--- src/rtl/pfe_pkg.sv ---
package pfe_pkg;

   localparam int SQ_SIDE    = 5;
   localparam int SQ_LAST    = 4;
   localparam int SQ_CELLS   = 25;
   localparam int ALPHA_SIZE = 26;

   localparam logic [4:0] LETTER_Q = 5'd16;
   localparam logic [4:0] LETTER_Z = 5'd25;

   localparam logic [1:0] KIND_CLEAR   = 2'd0;
   localparam logic [1:0] KIND_KEY     = 2'd1;
   localparam logic [1:0] KIND_FINISH  = 2'd2;
   localparam logic [1:0] KIND_ENCRYPT = 2'd3;

   localparam logic [1:0] STATUS_OK        = 2'd0;
   localparam logic [1:0] STATUS_NOT_READY = 2'd1;
   localparam logic [1:0] STATUS_MISSING   = 2'd2;

   typedef struct packed {
      logic [1:0] kind;
      logic [4:0] first_letter;
      logic [4:0] second_letter;
      logic       pad_second;
   } req_type;

   typedef struct packed {
      logic [4:0] cipher_first;
      logic [4:0] cipher_second;
      logic [1:0] status;
   } rsp_type;

   // one letter's place in the square, as decoded by a lane
   typedef struct packed {
      logic [2:0] row;
      logic [2:0] col;
      logic [4:0] down_idx;
      logic [4:0] right_idx;
   } lane_type;

endpackage

--- src/rtl/pfe_ram.sv ---
module pfe_ram #(
   parameter int WIDTH = 5,
   parameter int DEPTH = 32
) (
   input  logic                     clock,
   input  logic                     wr_en,
   input  logic [$clog2(DEPTH)-1:0] wr_addr,
   input  logic [WIDTH-1:0]         wr_data,
   input  logic [$clog2(DEPTH)-1:0] rd_addr_a,
   input  logic [$clog2(DEPTH)-1:0] rd_addr_b,
   output logic [WIDTH-1:0]         rd_data_a,
   output logic [WIDTH-1:0]         rd_data_b
);

   logic [WIDTH-1:0] mem [DEPTH];

   always_ff @(posedge clock) begin
      if (wr_en) begin
         mem[wr_addr] <= wr_data;
      end
      rd_data_a <= mem[rd_addr_a];
      rd_data_b <= mem[rd_addr_b];
   end

endmodule

--- src/rtl/pfe_lane.sv ---
module pfe_lane (
   input  logic [4:0]        position,
   output pfe_pkg::lane_type lane
);
   import pfe_pkg::*;

   logic [2:0] row;
   logic [2:0] col;
   logic [4:0] col_full;
   logic [2:0] row_next;
   logic [2:0] col_next;

   // row = position / 5 by threshold compare
   always_comb begin
      priority if (position >= 5'd20) begin
         row = 3'd4;
      end else if (position >= 5'd15) begin
         row = 3'd3;
      end else if (position >= 5'd10) begin
         row = 3'd2;
      end else if (position >= 5'd5) begin
         row = 3'd1;
      end else begin
         row = 3'd0;
      end
   end

   assign col_full = position - 5'(row * SQ_SIDE);
   assign col      = col_full[2:0];
   assign row_next = (row == 3'(SQ_LAST)) ? 3'd0 : row + 3'd1;
   assign col_next = (col == 3'(SQ_LAST)) ? 3'd0 : col + 3'd1;

   assign lane.row       = row;
   assign lane.col       = col;
   assign lane.down_idx  = 5'(row_next * SQ_SIDE) + 5'(col);
   assign lane.right_idx = 5'(row * SQ_SIDE) + 5'(col_next);

endmodule

--- src/rtl/pfe_merge.sv ---
module pfe_merge (
   input  pfe_pkg::lane_type lane_a,
   input  pfe_pkg::lane_type lane_b,
   output logic [4:0]        cell_idx_a,
   output logic [4:0]        cell_idx_b
);
   import pfe_pkg::*;

   logic same_col;
   logic same_row;

   assign same_col = (lane_a.col == lane_b.col);
   assign same_row = (lane_a.row == lane_b.row);

   // equal letters share a column, so column rule wins
   always_comb begin
      priority if (same_col) begin
         cell_idx_a = lane_a.down_idx;
         cell_idx_b = lane_b.down_idx;
      end else if (same_row) begin
         cell_idx_a = lane_a.right_idx;
         cell_idx_b = lane_b.right_idx;
      end else begin
         cell_idx_a = 5'(lane_a.row * SQ_SIDE) + 5'(lane_b.col);
         cell_idx_b = 5'(lane_b.row * SQ_SIDE) + 5'(lane_a.col);
      end
   end

endmodule

--- src/rtl/playfair_digraph_encryptor_unit.sv ---
// Playfair square builder and pair encryptor.
// Input channel: a word on req_data is taken at a rising edge with start high
// and busy low. Kinds: clear square, key letter, finish key, encrypt pair.
// Result channel: rsp_strobe is high for one cycle with rsp_data; only an
// encrypt word makes a result. The receiver cannot stall, so results are
// never held back or dropped.
// Sequencing per kind:
//   clear, key letter: take effect at the accept edge, busy stays low.
//   finish key: the fill walk visits one letter per cycle; ignored once ready.
//   encrypt: position RAM read, then square RAM read, then the result
//   register; the next word is taken in the strobe cycle, so no new encrypt
//   is taken before the last result. The two RAM reads in series set this pace.
// Two lanes decode each letter's position into row, column and shifted
// cell indices; a merge stage picks column, row or rectangle rule.
// Reset (synchronous): square empty and not ready, no result pending.
// Cell and position RAMs are not cleared; unwritten entries may be read,
// but only for results with an error status, whose letters are zero.
module playfair_digraph_encryptor_unit (
   input  logic             clock,
   input  logic             reset,
   input  logic             start,
   output logic             busy,
   input  pfe_pkg::req_type req_data,
   output logic             rsp_strobe,
   output pfe_pkg::rsp_type rsp_data
);
   import pfe_pkg::*;

   typedef enum logic [3:0] {
      ST_IDLE = 4'b0001,
      ST_LOOK = 4'b0010,
      ST_CELL = 4'b0100,
      ST_FILL = 4'b1000
   } state_type;

   state_type            state_ff, state_in;
   logic [ALPHA_SIZE-1:0] present_ff, present_in;
   logic [4:0]           fill_ff, fill_in;
   logic                 ready_ff, ready_in;
   logic [4:0]           walk_ff, walk_in;
   logic [1:0]           status_ff, status_in;
   logic                 rsp_strobe_ff, rsp_strobe_in;
   rsp_type              rsp_data_ff, rsp_data_in;

   logic       accept;
   logic [4:0] letter_a;
   logic [4:0] letter_b;
   logic       ok_a;
   logic       ok_b;
   logic [4:0] pos_addr_a;
   logic [4:0] pos_addr_b;
   logic [4:0] pos_a;
   logic [4:0] pos_b;
   logic [4:0] cell_idx_a;
   logic [4:0] cell_idx_b;
   logic [4:0] cell_a;
   logic [4:0] cell_b;
   logic       place_en;
   logic [4:0] place_letter;
   logic       place_ok;
   lane_type   lane_a;
   lane_type   lane_b;

   assign busy   = (state_ff != ST_IDLE);
   assign accept = start && !busy;

   // pad replaces second letter with z
   assign letter_a = req_data.first_letter;
   assign letter_b = req_data.pad_second ? LETTER_Z : req_data.second_letter;
   assign ok_a     = (letter_a < 5'(ALPHA_SIZE)) && present_ff[letter_a];
   assign ok_b     = (letter_b < 5'(ALPHA_SIZE)) && present_ff[letter_b];

   // keep position reads inside the RAM for letters that fail anyway
   assign pos_addr_a = (letter_a < 5'(ALPHA_SIZE)) ? letter_a : 5'd0;
   assign pos_addr_b = (letter_b < 5'(ALPHA_SIZE)) ? letter_b : 5'd0;

   // shared place logic: key words from input, fill walk from counter
   assign place_letter = (state_ff == ST_FILL) ? walk_ff : req_data.first_letter;
   assign place_ok     = (place_letter < 5'(ALPHA_SIZE)) && (place_letter != LETTER_Q)
                         && !present_ff[place_letter] && (fill_ff < 5'(SQ_CELLS));
   assign place_en     = place_ok && !ready_ff
                         && ((state_ff == ST_FILL)
                             || (accept && (req_data.kind == KIND_KEY)));

   always_comb begin
      state_in      = state_ff;
      present_in    = present_ff;
      fill_in       = fill_ff;
      ready_in      = ready_ff;
      walk_in       = walk_ff;
      status_in     = status_ff;
      rsp_strobe_in = 1'b0;
      rsp_data_in   = rsp_data_ff;

      if (place_en) begin
         present_in[place_letter] = 1'b1;
         fill_in                  = fill_ff + 5'd1;
      end

      unique case (state_ff)
         ST_IDLE: begin
            if (accept) begin
               unique case (req_data.kind)
                  KIND_CLEAR: begin
                     present_in = '0;
                     fill_in    = 5'd0;
                     ready_in   = 1'b0;
                  end
                  KIND_KEY: begin
                  end
                  KIND_FINISH: begin
                     if (!ready_ff) begin
                        walk_in  = 5'd0;
                        state_in = ST_FILL;
                     end
                  end
                  KIND_ENCRYPT: begin
                     priority if (!ready_ff) begin
                        status_in = STATUS_NOT_READY;
                     end else if (!ok_a || !ok_b) begin
                        status_in = STATUS_MISSING;
                     end else begin
                        status_in = STATUS_OK;
                     end
                     state_in = ST_LOOK;
                  end
                  default: begin
                  end
               endcase
            end
         end
         ST_LOOK: begin
            state_in = ST_CELL;
         end
         ST_CELL: begin
            rsp_strobe_in = 1'b1;
            if (status_ff == STATUS_OK) begin
               rsp_data_in.cipher_first  = cell_a;
               rsp_data_in.cipher_second = cell_b;
            end else begin
               rsp_data_in.cipher_first  = 5'd0;
               rsp_data_in.cipher_second = 5'd0;
            end
            rsp_data_in.status = status_ff;
            state_in           = ST_IDLE;
         end
         ST_FILL: begin
            walk_in = walk_ff + 5'd1;
            if (walk_ff == 5'(ALPHA_SIZE - 1)) begin
               ready_in = 1'b1;
               state_in = ST_IDLE;
            end
         end
         default: begin
            state_in = ST_IDLE;
         end
      endcase
   end

   always_ff @(posedge clock) begin
      if (reset) begin
         state_ff      <= ST_IDLE;
         present_ff    <= '0;
         fill_ff       <= 5'd0;
         ready_ff      <= 1'b0;
         walk_ff       <= 5'd0;
         rsp_strobe_ff <= 1'b0;
      end else begin
         state_ff      <= state_in;
         present_ff    <= present_in;
         fill_ff       <= fill_in;
         ready_ff      <= ready_in;
         walk_ff       <= walk_in;
         rsp_strobe_ff <= rsp_strobe_in;
      end
   end

   always_ff @(posedge clock) begin
      status_ff   <= status_in;
      rsp_data_ff <= rsp_data_in;
   end

   // letter -> cell index
   pfe_ram #(
      .WIDTH(5),
      .DEPTH(ALPHA_SIZE)
   ) u_pos_ram (
      .clock    (clock),
      .wr_en    (place_en),
      .wr_addr  (place_letter),
      .wr_data  (fill_ff),
      .rd_addr_a(pos_addr_a),
      .rd_addr_b(pos_addr_b),
      .rd_data_a(pos_a),
      .rd_data_b(pos_b)
   );

   pfe_lane u_lane_a (
      .position(pos_a),
      .lane    (lane_a)
   );

   pfe_lane u_lane_b (
      .position(pos_b),
      .lane    (lane_b)
   );

   pfe_merge u_merge (
      .lane_a    (lane_a),
      .lane_b    (lane_b),
      .cell_idx_a(cell_idx_a),
      .cell_idx_b(cell_idx_b)
   );

   // cell index -> letter, row-major
   pfe_ram #(
      .WIDTH(5),
      .DEPTH(SQ_CELLS)
   ) u_cell_ram (
      .clock    (clock),
      .wr_en    (place_en),
      .wr_addr  (fill_ff),
      .wr_data  (place_letter),
      .rd_addr_a(cell_idx_a),
      .rd_addr_b(cell_idx_b),
      .rd_data_a(cell_a),
      .rd_data_b(cell_b)
   );

   assign rsp_strobe = rsp_strobe_ff;
   assign rsp_data   = rsp_data_ff;

   // result only follows the square read cycle
   a_strobe_after_cell: assert property (@(posedge clock) disable iff (reset)
      rsp_strobe_ff |-> $past(state_ff == ST_CELL))
      else $error("result strobe without square read");

   // each placed letter bumps the fill count exactly once
   a_present_matches_fill: assert property (@(posedge clock) disable iff (reset)
      5'($countones(present_ff)) == fill_ff)
      else $error("present bits and fill count disagree");

   // a finished square holds all 25 letters
   a_ready_full: assert property (@(posedge clock) disable iff (reset)
      ready_ff |-> (fill_ff == 5'(SQ_CELLS)))
      else $error("square ready but not full");

   // error results carry zero letters
   a_error_zero: assert property (@(posedge clock) disable iff (reset)
      (rsp_strobe_ff && (rsp_data_ff.status != STATUS_OK))
      |-> ((rsp_data_ff.cipher_first == 5'd0) && (rsp_data_ff.cipher_second == 5'd0)))
      else $error("error result with nonzero letters");

endmodule
--- config.mk ---
export PLATFORM = sky130hd
export DESIGN_NAME = playfair_digraph_encryptor_unit
export DESIGN_NICKNAME = d
export VERILOG_FILES = /design/src/rtl/pfe_pkg.sv /design/src/rtl/pfe_ram.sv /design/src/rtl/pfe_lane.sv /design/src/rtl/pfe_merge.sv /design/src/rtl/playfair_digraph_encryptor_unit.sv
export SDC_FILE = /design/constraint.sdc
export NUM_CORES = 1
export LEC_CHECK = 0
export BUFFER_PORTS_ARGS = -buffer_cell sky130_fd_sc_hd__buf_2
export CORE_UTILIZATION = 45
export CTS_CLUSTER_SIZE = 30
export DETAILED_ROUTE_END_ITERATION = 16
export PLACE_DENSITY = 0.58
export SLEW_MARGIN = 10
export SYNTH_ARGS = -nofsm -noshare
export SYNTH_HDL_FRONTEND = slang
export SYNTH_SLANG_ARGS = --single-unit
--- constraint.sdc ---
create_clock -name clock -period 5.45 [get_ports clock]
set_input_delay 0.8175 -clock clock [delete_from_list [all_inputs] [get_ports clock]]
set_output_delay 0.8175 -clock clock [all_outputs]
set_load 0.01 [all_outputs]
==> results.md <==
* Synth-to-layout area growth at 11.5%
* Min Tclk post-route at slightly above 5 ns
* First-pass GRT wire length at 76,400 um
* Area contributors post-synth: edfxtp_1 47%, dfxtp_1 7.2%, mux4_2 7.1%
* Max-cap violations at 0
* Hold buffers post-CTS at 0
* Core area at 0.0377 sq mm
* Starting DRT DRC Count at 1,258
* Num ports at 30
* TritonRoute pass-1 iters at 6
* Pin count of the biggest net entering global routing at 48
* Routability cong. at 0.949
* Peak Freq at 199 MHz
* Synth unique cells at 70
* HPWL Detailed at approximately 35,000 um
* Total GRT Usage at 0.265
* Initial antenna violation count at 3
* CTS root buf: clkbuf_16
* Final Hold Viols at 0
* Commonest non-fill, non-tap cell in the layout: edfxtp_1
* Max VDD drop at 326 uV
* Post-synth ARST share at 0
* Vias at ~13,000
* Worst skew pair latency at 0.57 ns
* Clk_skew at 0.0272 ns
* WL final at 50,800 um
* PD cells at 487 mW/mm^2
* EDFF count, synth at 269
* Post-synthesis cell area at 0.0172 sq mm
* Die Height at 198 um
* Final slew viol count at 0
* Hold Slack at 0.472 ns
* Syn avg cell area at 11.6 sq um
* Pleak at 6.71 nW
* Wire per inst at between 20 and 25 um
* Post-synthesis sequential area ratio at 0.541
* Antenna Cells at 0
* Yosys warns at 0
* Cell Rows at around 70
* Cell accounting for the most synthesized area: edfxtp_1
* Vias in the first global route at 12,300
* Run status: finished clean
* CTS resizes at 0
* Peak fanout along the critical path at 6
* Nets@finish at around 1,600
* Relative slew slack at 0.257
* Port Buf Inserts at 29
* CTS tree: done
* Setup TNS at 0 ns
* Vias/cell at about 6.2
* Post-DRT Antenna Nets at 0
* Seq cells post-synth at 331
* Htree depth at 2
* Crit. End Element: flip-flop
* CTS Buf Count at 37
* HP Class: flip-flop to flip-flop
* Initial core utilization at 0.457
* Crit path DAT at 5.49 ns
* Die area at slightly below 0.04 sq mm
* Yosys top cell area share at 0.469
* RSZ-0062 raised after global routing: no
* CP Launch Type: flip-flop
* Proportion of layout cells with a drive suffix above 1 at 0.142
* Critical path required time at 5.91 ns
* Crit share post-route at 0.924
* Clk sinks at 331
* Post-synthesis cell count at approximately 1,500
* Total congestion overflow at 0
* Die Wd at 198 um
* Synth Flop Type: edfxtp_1
* Clock Pin Slew Worst Setup and Hold Paths at 0.06 ns
* Drt drc at 0
* Post-CTS setup buffer count at 0
* Setup Crit Path Kind: flip-flop to flip-flop
* Setup-failing EPs final at 0
* Worst-Margin Slew at 1.11 ns
* Max clock buf depth at 3
* Leading cell types in the layout, fill and taps excluded: 269 x edfxtp_1, 205 x nand2_1, 111 x nor2_1
[Yosys cell counts, types with 12 or more instances]
| master | number |
|---|---|
| edfxtp_1 | 269 |
| nand2_1 | 205 |
| nor2_1 | 111 |
| a21oi_1 | 92 |
| mux2i_1 | 72 |
| dfxtp_1 | 62 |
| nand3_1 | 61 |
| mux4_2 | 54 |
| clkbuf_1 | 48 |
| inv_1 | 43 |
| ha_1 | 36 |
| o22ai_1 | 36 |
| o21ai_0 | 31 |
| o21a_1 | 25 |
| and2_1 | 24 |
| and3_1 | 21 |
| mux2_2 | 18 |
| a31oi_1 | 15 |
| buf_2 | 15 |
| o211ai_1 | 15 |
| xnor2_1 | 15 |
| a221oi_1 | 14 |
| nor3_1 | 14 |
| a211oi_1 | 13 |
| nand4_1 | 13 |
| o221ai_1 | 12 |
[final cells by class]
type / count / area (sq um)
Timing Repair Buffer: 73 / 488
Clock inverter: 21 / 181
Multi-Input combinational cell: 1036 / 7440
Tap cell: 511 / 639
Fill cell: 3339 / 18500
Inverter: 44 / 168
Sequential cell: 331 / 9320
Clock buffer: 45 / 956
[critical path, stage by stage (launching register included)]
cell and delay, ns:
dfxtp_1 0.35, o21ai_0 0.39, nor2b_1 0.30, ha_1 0.19, inv_1 0.04, fa_1 0.63, inv_1 0.07, ha_1 0.27
mux2_2 0.30, ha_1 0.28, a21o_1 0.18, a21oi_1 0.18, xnor2_1 0.15, nand2_1 0.10, nor3_1 0.04, a31oi_1 0.50
o22ai_1 0.29, a21oi_1 0.21, o211ai_1 0.16, a32oi_1 0.31
[final timing paths]
| path | from | endpoint | slack, ns | cells after the start |
|---|---|---|---|---|
| max | u_pos_ram.rd_data_a[3]$_DFF_P_ | u_cell_ram.rd_data_a[2]$_DFF_P_ | 0.41 | 19 |
| min | status_ff[1]$_SDFFCE_PN0P_ | rsp_data[1]$_DFFE_PP_ | 0.47 | 0 |
| max reg2reg | u_pos_ram.rd_data_a[3]$_DFF_P_ | u_cell_ram.rd_data_a[2]$_DFF_P_ | 0.41 | 19 |
| min reg2reg | status_ff[1]$_SDFFCE_PN0P_ | rsp_data[1]$_DFFE_PP_ | 0.47 | 0 |
[metrics by stage]
stage	total power [W]	setup slack, ns	util	cells	instance area (sq um)
after floorplan	0.00570	0.571	-	1489	17200
after global placement	0.00691	0.507	0.479	1995	18100
after detailed placement	0.00692	0.496	0.479	1995	18100
after CTS	0.00931	0.473	0.509	2061	19200
after global routing	0.00982	0.0362	0.509	2061	19200
final	0.00935	0.412	0.509	2061	19200
[metal layers]
layer,vias to the layer above,part of all wire,global-route usage
li1,5726,-,-
met1,6360,0.41,0.346
met4,2,0.035,0.0988
met3,119,0.072,0.0509
met5,-,0.00016,0
met2,589,0.48,0.439
[state kept, by name (all words and copies together) (netlist names)]
signal,count
fill_ff,5
present_ff,26
ready_ff,1
rsp_data,12
rsp_strobe,1
state_ff,4
status_ff,2
u_cell_ram.mem,125
u_cell_ram.rd_data_a,5
u_cell_ram.rd_data_b,5
u_pos_ram.mem,130
u_pos_ram.rd_data_a,5
u_pos_ram.rd_data_b,5
walk_ff,5
[report_power, final]
part,internal [W],switching (W),total (W)
sequential,0.00279,0.0000297,0.00282
combinational,0.00150,0.00264,0.00414
clock,0.00136,0.00104,0.00240
[cell families after synthesis]
family                   synth area share
AND/OR/NAND/NOR                     0.137
flip-flops                          0.541
AO/OA/AOI/OAI                       0.122
multiplexers                        0.128
buffers and inverters              0.0289
adder cells (fa/ha/maj)            0.0331
XOR/XNOR                           0.0102
other                            0.000218
(Power assumes the default switching activity.)
